===== config.mk =====
export PLATFORM = sky130hd
export DESIGN_NAME = ssbi_mix
export DESIGN_NICKNAME = d
export VERILOG_FILES = /design/src/hw/rtl/ssbi_pkg.sv /design/src/hw/rtl/ssbi_mix.sv
export SDC_FILE = /design/constraint.sdc
export NUM_CORES = 1
export LEC_CHECK = 0
export BUFFER_PORTS_ARGS = -buffer_cell sky130_fd_sc_hd__clkbuf_2
export CORE_MARGIN = 5
export CORE_UTILIZATION = 54
export CTS_CLUSTER_SIZE = 24
export DETAILED_ROUTE_END_ITERATION = 16
export GPL_TIMING_DRIVEN = 0
export PLACE_DENSITY = 0.81
export SETUP_SLACK_MARGIN = 0.3
export SYNTH_ARGS = -nofsm -noshare
export SYNTH_HDL_FRONTEND = slang
export SYNTH_SLANG_ARGS = --single-unit

===== constraint.sdc =====
create_clock -name clk -period 2.63 [get_ports clk]
set_clock_uncertainty 0.05 [all_clocks]
set_input_delay 0.263 -clock clk [delete_from_list [all_inputs] [get_ports clk]]
set_output_delay 0.263 -clock clk [all_outputs]
set_load 0.1 [all_outputs]

===== src/hw/rtl/ssbi_pkg.sv =====
package ssbi_pkg;

	localparam int unsigned RowCount = 32;
	localparam int unsigned SboxSize = 256;

	typedef enum logic [1:0] {
		MODE_LOAD_ROW  = 2'd0,
		MODE_LOAD_SBOX = 2'd1,
		MODE_TRANSFORM = 2'd2,
		MODE_UNUSED    = 2'd3
	} mode_t;

	function automatic logic [7:0] xtime(input logic [7:0] a);
		xtime = {a[6:0], 1'b0} ^ (a[7] ? 8'h1b : 8'h00);
	endfunction

	function automatic logic [7:0] gf_mul(input logic [7:0] a, input logic [7:0] b);
		logic [7:0] acc;
		logic [7:0] x;
		acc = 8'h00;
		x = a;
		for (int i = 0; i < 8; i++) begin
			if (b[i]) acc = acc ^ x;
			x = xtime(x);
		end
		gf_mul = acc;
	endfunction

	// aes inverse s-box as a constant table
	localparam logic [7:0] INV_SBOX [256] = '{
		8'h52,8'h09,8'h6a,8'hd5,8'h30,8'h36,8'ha5,8'h38,8'hbf,8'h40,8'ha3,8'h9e,8'h81,8'hf3,8'hd7,8'hfb,
		8'h7c,8'he3,8'h39,8'h82,8'h9b,8'h2f,8'hff,8'h87,8'h34,8'h8e,8'h43,8'h44,8'hc4,8'hde,8'he9,8'hcb,
		8'h54,8'h7b,8'h94,8'h32,8'ha6,8'hc2,8'h23,8'h3d,8'hee,8'h4c,8'h95,8'h0b,8'h42,8'hfa,8'hc3,8'h4e,
		8'h08,8'h2e,8'ha1,8'h66,8'h28,8'hd9,8'h24,8'hb2,8'h76,8'h5b,8'ha2,8'h49,8'h6d,8'h8b,8'hd1,8'h25,
		8'h72,8'hf8,8'hf6,8'h64,8'h86,8'h68,8'h98,8'h16,8'hd4,8'ha4,8'h5c,8'hcc,8'h5d,8'h65,8'hb6,8'h92,
		8'h6c,8'h70,8'h48,8'h50,8'hfd,8'hed,8'hb9,8'hda,8'h5e,8'h15,8'h46,8'h57,8'ha7,8'h8d,8'h9d,8'h84,
		8'h90,8'hd8,8'hab,8'h00,8'h8c,8'hbc,8'hd3,8'h0a,8'hf7,8'he4,8'h58,8'h05,8'hb8,8'hb3,8'h45,8'h06,
		8'hd0,8'h2c,8'h1e,8'h8f,8'hca,8'h3f,8'h0f,8'h02,8'hc1,8'haf,8'hbd,8'h03,8'h01,8'h13,8'h8a,8'h6b,
		8'h3a,8'h91,8'h11,8'h41,8'h4f,8'h67,8'hdc,8'hea,8'h97,8'hf2,8'hcf,8'hce,8'hf0,8'hb4,8'he6,8'h73,
		8'h96,8'hac,8'h74,8'h22,8'he7,8'had,8'h35,8'h85,8'he2,8'hf9,8'h37,8'he8,8'h1c,8'h75,8'hdf,8'h6e,
		8'h47,8'hf1,8'h1a,8'h71,8'h1d,8'h29,8'hc5,8'h89,8'h6f,8'hb7,8'h62,8'h0e,8'haa,8'h18,8'hbe,8'h1b,
		8'hfc,8'h56,8'h3e,8'h4b,8'hc6,8'hd2,8'h79,8'h20,8'h9a,8'hdb,8'hc0,8'hfe,8'h78,8'hcd,8'h5a,8'hf4,
		8'h1f,8'hdd,8'ha8,8'h33,8'h88,8'h07,8'hc7,8'h31,8'hb1,8'h12,8'h10,8'h59,8'h27,8'h80,8'hec,8'h5f,
		8'h60,8'h51,8'h7f,8'ha9,8'h19,8'hb5,8'h4a,8'h0d,8'h2d,8'he5,8'h7a,8'h9f,8'h93,8'hc9,8'h9c,8'hef,
		8'ha0,8'he0,8'h3b,8'h4d,8'hae,8'h2a,8'hf5,8'hb0,8'hc8,8'heb,8'hbb,8'h3c,8'h83,8'h53,8'h99,8'h61,
		8'h17,8'h2b,8'h04,8'h7e,8'hba,8'h77,8'hd6,8'h26,8'he1,8'h69,8'h14,8'h63,8'h55,8'h21,8'h0c,8'h7d
	};

endpackage


===== src/hw/rtl/ssbi_mix.sv =====
// invmixcolumns across the four lanes
module ssbi_mix (
	input  logic        clk,
	input  logic        en,
	input  logic [31:0] s_word,
	output logic [31:0] t_s4
);
	import ssbi_pkg::*;

	logic [7:0] s [4];
	logic [7:0] sum;
	logic [31:0] t;

	always_comb begin
		for (int i = 0; i < 4; i++) s[i] = s_word[8*i +: 8];
		sum = gf_mul(8'h09, s[0] ^ s[1] ^ s[2] ^ s[3]);
		for (int i = 0; i < 4; i++) begin
			t[8*i +: 8] = s[i] ^ sum ^ gf_mul(8'h04, s[i] ^ s[(i+2)%4])
				^ gf_mul(8'h02, s[i] ^ s[(i+1)%4]);
		end
	end

	always_ff @(posedge clk) begin
		if (en) t_s4 <= t;
	end
endmodule


==> results.json <==
{
  "cts_tree": "yes",
  "syn_area_per_cell_um2": 12.5,
  "cp_num_buf_inv": 1,
  "rsz0062_at_grt": "false",
  "setup_viol": 0,
  "timing.setup.tns_ns": 0,
  "max_cap_violations": 0,
  "ys_top_cells_by_area": "xnor2_1, edfxtp_1, xor2_1, xnor2_2, xnor3_1",
  "dp_cells": 329,
  "io_pins": 66,
  "viasPerCell": 4.61,
  "clock.fmax_ghz": 0.455,
  "synth_top_family_by_area": "XOR/XNOR gates",
  "syn_inst": 210,
  "cp-start-kind": "input port",
  "cpPeakStageDelay_ns": 0.49,
  "wire_per_inst_um": 13.8,
  "synthSimpleGateAreaFrac_pct": 0,
  "root_buffer": "clkbuf_8",
  "crit_type": "input port to flip-flop",
  "crit_arrival_ns": 2.18,
  "cp_num_cells": 6,
  "route.detailed.drc": 0,
  "utilization_pct": 65.0,
  "firstDrtPassIters": 4,
  "min_path_type": "input port to flip-flop",
  "path_clk_slew_ns": 0.07,
  "synthMuxAreaShare_pct": 0,
  "synth_area_um2": 2620,
  "die_w_um": 79.7,
  "drive_above_1_share_pct": 26.3,
  "diodes": 0,
  "synth-compound-area-share_pct": 0,
  "synth_top_area_share_pct": 38.4,
  "routed_wl_mm": 4.64,
  "cts_setup_buffers": 0,
  "maxSlewHeadroom_pct": 47.4,
  "endpoint": "t_s4[27]",
  "area_growth_pct": 17.2,
  "synthAdderAreaFrac_pct": 0,
  "drv_slew": 0,
  "rows": 25,
  "first_iter_violations": 67,
  "yosysWarnings": 0,
  "cts_hold_buf": 0,
  "grt-ovfl-total": 0,
  "ys_ff_latch": 32,
  "cp-startpoint": "s_word[13]",
  "path_cells": "clkbuf_2 > xnor2_1 > xnor3_2 > xnor2_2 > xnor3_1 > xnor2_1",
  "grt_pass1_vias": 1546,
  "cp_common_cell": "xnor2_1",
  "coreArea_um2": 4720,
  "fillers": 369,
  "dp_hpwl_mm": 3.82,
  "synth_xor_area_share_pct": 61.3,
  "place_congestion": 0.796,
  "synth.net_count": 244,
  "clock_sinks": 32,
  "crit_family": "XOR/XNOR gates",
  "worstPathRequired_ns": 2.61,
  "endpoint_kind": "flip-flop",
  "dieArea_um2": 6340,
  "cts_made_buffers": 5,
  "period_needed_ns": 2.20,
  "io_buffer_count": 52,
  "ys_seq_area_share_pct": 36.7,
  "yosysUniqueCellTypes": 10,
  "via_count": 1552,
  "grt_max_degree": 33,
  "largest_register_ff_count": 32,
  "synth_top_area_cell": "xnor2_1",
  "grt_usage_pct": 15.6,
  "ctsResizeCount": 0,
  "status": "complete, no violations",
  "h-tree-depth": 2,
  "cp_max_fo": 4,
  "die_y_um": 79.7,
  "grt_pass1_wl_mm": 7.43,
  "reg.largest.list": "t_s4: 32 flops",
  "crit_slowest_cell": "xnor3_2",
  "layout.cells.non_filler": 337,
  "start_util_pct": 55.5,
  "fin_nets": 303,
  "regMostFlops": "t_s4",
  "cts_max_path_buffers": 2,
  "antenna_found_initial": 0,
  "fin_crit_sh_pct": 83.6,
  "min_from": "s_word[21]",
  "worstMarginPinSlew_ns": 0.789,
  "hold_viol": 0,
  "antenna_left": 0
}
## synth_stat cells
cell type	number
xor2_1	35
clkbuf_1	9
xor2_2	1
xnor3_1	4
xnor2_2	7
xnor3_2	1
edfxtp_1	32
xnor2_1	115
buf_2	4
xor3_1	2
## per-layer routing
layer | vias up | part of all wire [%] | global-route usage, %
met1 | 724 | 45 | 19.6
met5 | - | 0 | 0
li1 | 781 | - | -
met3 | 7 | 4.6 | 3.05
met4 | 0 | 1.7 | 6.19
met2 | 40 | 49 | 26.4
## final cells by class
class	count	area (um2)	area share (%)
Multi-Input combinational cell	165	1610	52.3
Clock buffer	5	68.8	2.24
Tap cell	67	83.8	2.73
Timing Repair Buffer	52	260	8.48
Sequential cell	32	961	31.3
Buffer	13	53.8	1.75
Clock inverter	3	37.5	1.22
## layout by cell type (no fill, tap or decap)
master and count:
xor3_1 2, bufinv_16 1, xnor2_1 115, xnor3_1 4, xor2_1 35, clkbuf_8 5, edfxtp_1 32, xnor3_2 1
clkbuf_1 9, clkinv_1 2, xnor2_2 7, buf_2 4, clkbuf_2 52, xor2_2 1
## cell families after synthesis
kind of cell,Yosys count
XOR/XNOR,165
buffers and inverters,13
flip-flops,32
## per-stage QoR
stage	setup WS [ns]	hold slack [ns]	cell area (um2)
after floorplan	0.360	0.325	2620
after global placement	0.149	0.703	2960
after detailed placement	0.140	0.708	2960
after CTS	0.442	0.410	3070
after global routing	0.321	0.410	3070
final	0.431	0.415	3070
## worst min-delay path, stage by stage
cell and delay (ns):
clkbuf_2 0.15, xnor2_1 0.10, xnor2_1 0.12
## worst min path at each step
stage	endpoint	slack [ns]	depth (start not counted)
floorplan	t_s4[0]	0.33	0
global placement	t_s4[21]	0.70	3
global route	t_s4[22]	0.41	3
finish	t_s4[22]	0.41	3
CTS	t_s4[22]	0.41	3
detailed placement	t_s4[22]	0.71	3
Power is not shown: default switching activity piles up to over one toggle a cycle in this logic, so the estimate is an artifact.
