==> config.mk <==
export PLATFORM = sky130hd
export DESIGN_NAME = ssbi_lane
export DESIGN_NICKNAME = d
export VERILOG_FILES = /design/src/hw/rtl/ssbi_pkg.sv /design/src/hw/rtl/ssbi_lane.sv
export SDC_FILE = /design/constraint.sdc
export NUM_CORES = 1
export LEC_CHECK = 0
export ABC_CLOCK_PERIOD_IN_PS = 3790
export BUFFER_PORTS_ARGS = -buffer_cell sky130_fd_sc_hd__buf_4
export CORE_MARGIN = 4
export CORE_UTILIZATION = 40
export CTS_CLUSTER_DIAMETER = 80
export DETAILED_ROUTE_END_ITERATION = 10
export PLACE_DENSITY = 0.66
export SLEW_MARGIN = 10
export SYNTH_ARGS = -nofsm -noshare
export SYNTH_HDL_FRONTEND = slang
export SYNTH_SLANG_ARGS = --single-unit
==> constraint.sdc <==
create_clock -name clk -period 3.79 [get_ports clk]
set_clock_uncertainty 0.1 [all_clocks]
set_input_delay 0.379 -clock clk [delete_from_list [all_inputs] [get_ports clk]]
set_output_delay 0.379 -clock clk [all_outputs]
set_load 0.1 [all_outputs]
==> src/hw/rtl/ssbi_pkg.sv <==
package ssbi_pkg;

	localparam int unsigned RowCount = 32;
	localparam int unsigned SboxSize = 256;

	typedef enum logic [1:0] {
		MODE_LOAD_ROW  = 2'd0,
		MODE_LOAD_SBOX = 2'd1,
		MODE_TRANSFORM = 2'd2,
		MODE_UNUSED    = 2'd3
	} mode_t;

	function automatic logic [7:0] xtime(input logic [7:0] a);
		xtime = {a[6:0], 1'b0} ^ (a[7] ? 8'h1b : 8'h00);
	endfunction

	function automatic logic [7:0] gf_mul(input logic [7:0] a, input logic [7:0] b);
		logic [7:0] acc;
		logic [7:0] x;
		acc = 8'h00;
		x = a;
		for (int i = 0; i < 8; i++) begin
			if (b[i]) acc = acc ^ x;
			x = xtime(x);
		end
		gf_mul = acc;
	endfunction

	// aes inverse s-box as a constant table
	localparam logic [7:0] INV_SBOX [256] = '{
		8'h52,8'h09,8'h6a,8'hd5,8'h30,8'h36,8'ha5,8'h38,8'hbf,8'h40,8'ha3,8'h9e,8'h81,8'hf3,8'hd7,8'hfb,
		8'h7c,8'he3,8'h39,8'h82,8'h9b,8'h2f,8'hff,8'h87,8'h34,8'h8e,8'h43,8'h44,8'hc4,8'hde,8'he9,8'hcb,
		8'h54,8'h7b,8'h94,8'h32,8'ha6,8'hc2,8'h23,8'h3d,8'hee,8'h4c,8'h95,8'h0b,8'h42,8'hfa,8'hc3,8'h4e,
		8'h08,8'h2e,8'ha1,8'h66,8'h28,8'hd9,8'h24,8'hb2,8'h76,8'h5b,8'ha2,8'h49,8'h6d,8'h8b,8'hd1,8'h25,
		8'h72,8'hf8,8'hf6,8'h64,8'h86,8'h68,8'h98,8'h16,8'hd4,8'ha4,8'h5c,8'hcc,8'h5d,8'h65,8'hb6,8'h92,
		8'h6c,8'h70,8'h48,8'h50,8'hfd,8'hed,8'hb9,8'hda,8'h5e,8'h15,8'h46,8'h57,8'ha7,8'h8d,8'h9d,8'h84,
		8'h90,8'hd8,8'hab,8'h00,8'h8c,8'hbc,8'hd3,8'h0a,8'hf7,8'he4,8'h58,8'h05,8'hb8,8'hb3,8'h45,8'h06,
		8'hd0,8'h2c,8'h1e,8'h8f,8'hca,8'h3f,8'h0f,8'h02,8'hc1,8'haf,8'hbd,8'h03,8'h01,8'h13,8'h8a,8'h6b,
		8'h3a,8'h91,8'h11,8'h41,8'h4f,8'h67,8'hdc,8'hea,8'h97,8'hf2,8'hcf,8'hce,8'hf0,8'hb4,8'he6,8'h73,
		8'h96,8'hac,8'h74,8'h22,8'he7,8'had,8'h35,8'h85,8'he2,8'hf9,8'h37,8'he8,8'h1c,8'h75,8'hdf,8'h6e,
		8'h47,8'hf1,8'h1a,8'h71,8'h1d,8'h29,8'hc5,8'h89,8'h6f,8'hb7,8'h62,8'h0e,8'haa,8'h18,8'hbe,8'h1b,
		8'hfc,8'h56,8'h3e,8'h4b,8'hc6,8'hd2,8'h79,8'h20,8'h9a,8'hdb,8'hc0,8'hfe,8'h78,8'hcd,8'h5a,8'hf4,
		8'h1f,8'hdd,8'ha8,8'h33,8'h88,8'h07,8'hc7,8'h31,8'hb1,8'h12,8'h10,8'h59,8'h27,8'h80,8'hec,8'h5f,
		8'h60,8'h51,8'h7f,8'ha9,8'h19,8'hb5,8'h4a,8'h0d,8'h2d,8'he5,8'h7a,8'h9f,8'h93,8'hc9,8'h9c,8'hef,
		8'ha0,8'he0,8'h3b,8'h4d,8'hae,8'h2a,8'hf5,8'hb0,8'hc8,8'heb,8'hbb,8'h3c,8'h83,8'h53,8'h99,8'h61,
		8'h17,8'h2b,8'h04,8'h7e,8'hba,8'h77,8'hd6,8'h26,8'he1,8'h69,8'h14,8'h63,8'h55,8'h21,8'h0c,8'h7d
	};

endpackage

==> src/hw/rtl/ssbi_lane.sv <==
// one byte lane: inverse s-box and round mask
module ssbi_lane (
	input  logic       clk,
	input  logic       en,
	input  logic [7:0] mask,
	input  logic [7:0] lin_byte,
	output logic [7:0] s_s3
);
	import ssbi_pkg::*;

	always_ff @(posedge clk) begin
		if (en) s_s3 <= INV_SBOX[lin_byte] ^ mask;
	end
endmodule

==> results.md <==
* Largest register FFs at 8
* CTS Buffer Depth at 2
* Routed wire per std cell at roughly 27 um
* Main synth FF type: edfxtp_1
* Switching Power at approximately 0.48 mW
* Pin count of the biggest net entering global routing at around 120
* Crit start category: primary input
* Detail Route Antenna Nets at 0
* Clock root cell: clkbuf_8
* Total negative slack for setup checks at 0 ps
* GR Layer Usage met1 at 0.414
* Clock slew at the register clock pins of the worst setup and hold paths at ~40 ps
* Cts bufs inserted at 3
* Top Usage Layer GRT: met2
* Estimated wirelength of the detail-placed design at about 12000 um
* Final hold violation count at 0
* Fraction of synthesis flops using an asynchronous set or reset pin at 0
* Switching power as a share of total power at 0.548
* Sequential share of power at 0.135
* Post-cts hold buffer count at 0
* Power density of the placed cells at between 200 and 250 nW/um2
* Met2 track demand over resource in global routing at 0.436
* Top reg by flops: s_s3
* Vias at between 5000 and 6000
* # nets final at between 500 and 600
* Period minus WS final at about 3300 ps
* Count of maximum capacitance violations at 0
* Outcome: finished clean
* Highest clock frequency the design can meet at about 0.30 GHz
* Buffer count from post-CTS setup fixing at 0
* Via count of the first global-routing pass at 4507
* Tightest Hold Check Type: in2reg
* Top library cells by usage in the layout, fill and taps aside: buf_4, a21oi_1, nand2_1
* Starting density of the core at 0.408
* P&R area growth vs syn at 4.75%
* Antenna violations before repair at 0
* Post-detailed-route DRC marker count at 0
* Cell-internal power at between 0.3 and 0.4 mW
* H-tree depth at 1
* Crit. End Element: flop
* All-Layer GR Usage at 0.303
* Buffers on Ports at 25
* Relative slew slack at 0.431
* Largest fanout of any net on the critical path at 30
* Share of total power in the clock network at 0.110
* Horizontal extent of the die at between 100 and 150 um
* FF+latch count, synth at 8
* Number of ports placed on the die boundary at 26
* Remaining global-route overflow at 0
* Global placer's final weighted congestion at 1.11
* Die Span Y at about 110 um
* Vias per inst at between 7 and 8
* Kind of critical path: in2reg
* Routed WL at between 15000 and 20000 um
* Period utilisation layout at 0.878
* Met3 Resource Use GR at 0.0810
* Standby leakage power at between 1.5 and 2 nW
* Register area share after synthesis at 0.0605
* Total iterations of the first detailed-routing run at 7
* Slew at the pin closest to its max-slew limit at around 850 ps
* CTS tree: yes
* Combinational group share of total power at 0.755
* Final number of setup-violating endpoints at 0
* Gate Count Post-Synth at 551
* RSZ-0062 raised after global routing: false
* Critical path data required time at 3630 ps
* DRC violation total after the first TritonRoute iteration at roughly 1300
* Layout cells sized above 1 at 0.153
* Distinct cell type count of the synthesized netlist at 76
* Peak supply drop at 0.158 mV
* Most common library cell in the layout ignoring fill and taps: buf_4
* Number of warnings issued by yosys at 0
* Cell Rows at 36
* Launch point of the critical path: lin_byte[1]
* Netlist area before placement at 3970 um2
* Total number of clock tree sinks at 8
* Ant. Diodes at 0
* Post-Place Cells at 660
* Biggest registers after layout: s_s3: 8 flops
* Number of cells upsized or downsized after cts at 0
* Die area at roughly 12000 um2
* Area inside the core boundary at 9730 um2
* Slew Limit Fails at 0
* Launch point of the worst hold path: en
* Arrival @ worst endpoint at 3170 ps
* Per-instance average area after synthesis at a little over 7 um2
* Final instance count without filler cells at approximately 660
* Overall Power at about 0.88 mW
* First-pass GRT wire length at 27400 um
* Net count after synthesis at slightly below 600
* Number of enable-type register cells in the synthesized netlist at 8
==> Yosys cell counts, types with 4 or more instances <==
library cell,instances,area share
a31oi_1,12,0.019
nor2b_1,13,0.020
a21o_1,7,0.013
ha_1,20,0.063
buf_2,31,0.039
mux4_2,11,0.062
o21a_1,5,0.0094
or2_2,5,0.0079
xor2_1,5,0.011
mux2i_1,10,0.025
and2_1,5,0.0079
nand2b_1,32,0.050
o21ai_0,25,0.031
nand3_1,14,0.018
a211oi_1,9,0.017
a21oi_1,40,0.050
a2bb2oi_1,4,0.0088
buf_4,9,0.017
edfxtp_1,8,0.060
o31ai_1,9,0.017
buf_6,6,0.017
a2111oi_0,7,0.015
inv_1,10,0.0094
and3_1,8,0.013
clkbuf_1,25,0.024
a31o_2,4,0.0088
nor3b_1,4,0.0076
a221oi_1,12,0.026
o221ai_1,7,0.015
nor2_1,37,0.035
nor3_1,14,0.018
nand4_1,4,0.0063
xnor2_1,4,0.0088
o211ai_1,9,0.017
o311ai_0,13,0.029
a311oi_1,10,0.022
nand3b_1,5,0.0094
nand2_1,38,0.036
==> power groups by stage <==
stage / sequential, mW / combinational (mW) / clock (mW)
after CTS: 0.119 / 0.637 / 0.101
final: 0.119 / 0.666 / 0.0975
after global placement: 0.121 / 0.642 / 0
after floorplan: 0.216 / 0.370 / 0
after global routing: 0.121 / 0.693 / 0.103
after detailed placement: 0.120 / 0.635 / 0
==> cells by family after synthesis <==
logic type	count (synthesis)	synth area share
flip-flops	8	0.0605
multiplexers	23	0.0932
buffers and inverters	83	0.108
AO/OA/AOI/OAI	216	0.401
XOR/XNOR	9	0.0198
adder cells (fa/ha/maj)	20	0.0630
AND/OR/NAND/NOR	192	0.254
==> worst max-delay path: stages <==
cell	delay (ps)
buf_4	220
inv_2	200
ha_1	600
nand2_1	230
nor2_1	350
o21ai_0	150
a311oi_1	610
a311oi_1	210
xor2_1	190
==> per-layer routing <==
layer,wire length [um],share of wire
met2,7250,0.40
met1,6630,0.37
met3,2840,0.16
met5,0,0
met4,1270,0.071
==> through the flow <==
step | worst slack [ps] | cell area [um2] | hold WS, ps | utilization
4_1_cts | 613 | 4160 | 328 | 0.428
3_3_place_gp | 408 | 4120 | 565 | 0.424
2_1_floorplan | 894 | 3970 | 391 | -
3_5_place_dp | 370 | 4120 | 561 | 0.424
6_report | 462 | 4160 | 334 | 0.428
5_1_grt | 386 | 4160 | 332 | 0.428
==> area by class of cell <==
class | count | area (um2)
Clock buffer | 3 | 41.3
Fill cell | 1038 | 5570
Inverter | 12 | 45.0
Multi-Input combinational cell | 460 | 3300
Sequential cell | 8 | 240
Tap cell | 133 | 166
Timing Repair Buffer | 47 | 365
==> path summary, 6_finish.rpt <==
| kind | to | slack, ps | cells after the start |
|---|---|---|---|
| worst max-delay path | s_s3[6]$_DFFE_PP_ | 460 | 9 |
| worst min-delay path | s_s3[4]$_DFFE_PP_ | 330 | 1 |
Power figures use the tool's default switching activity.
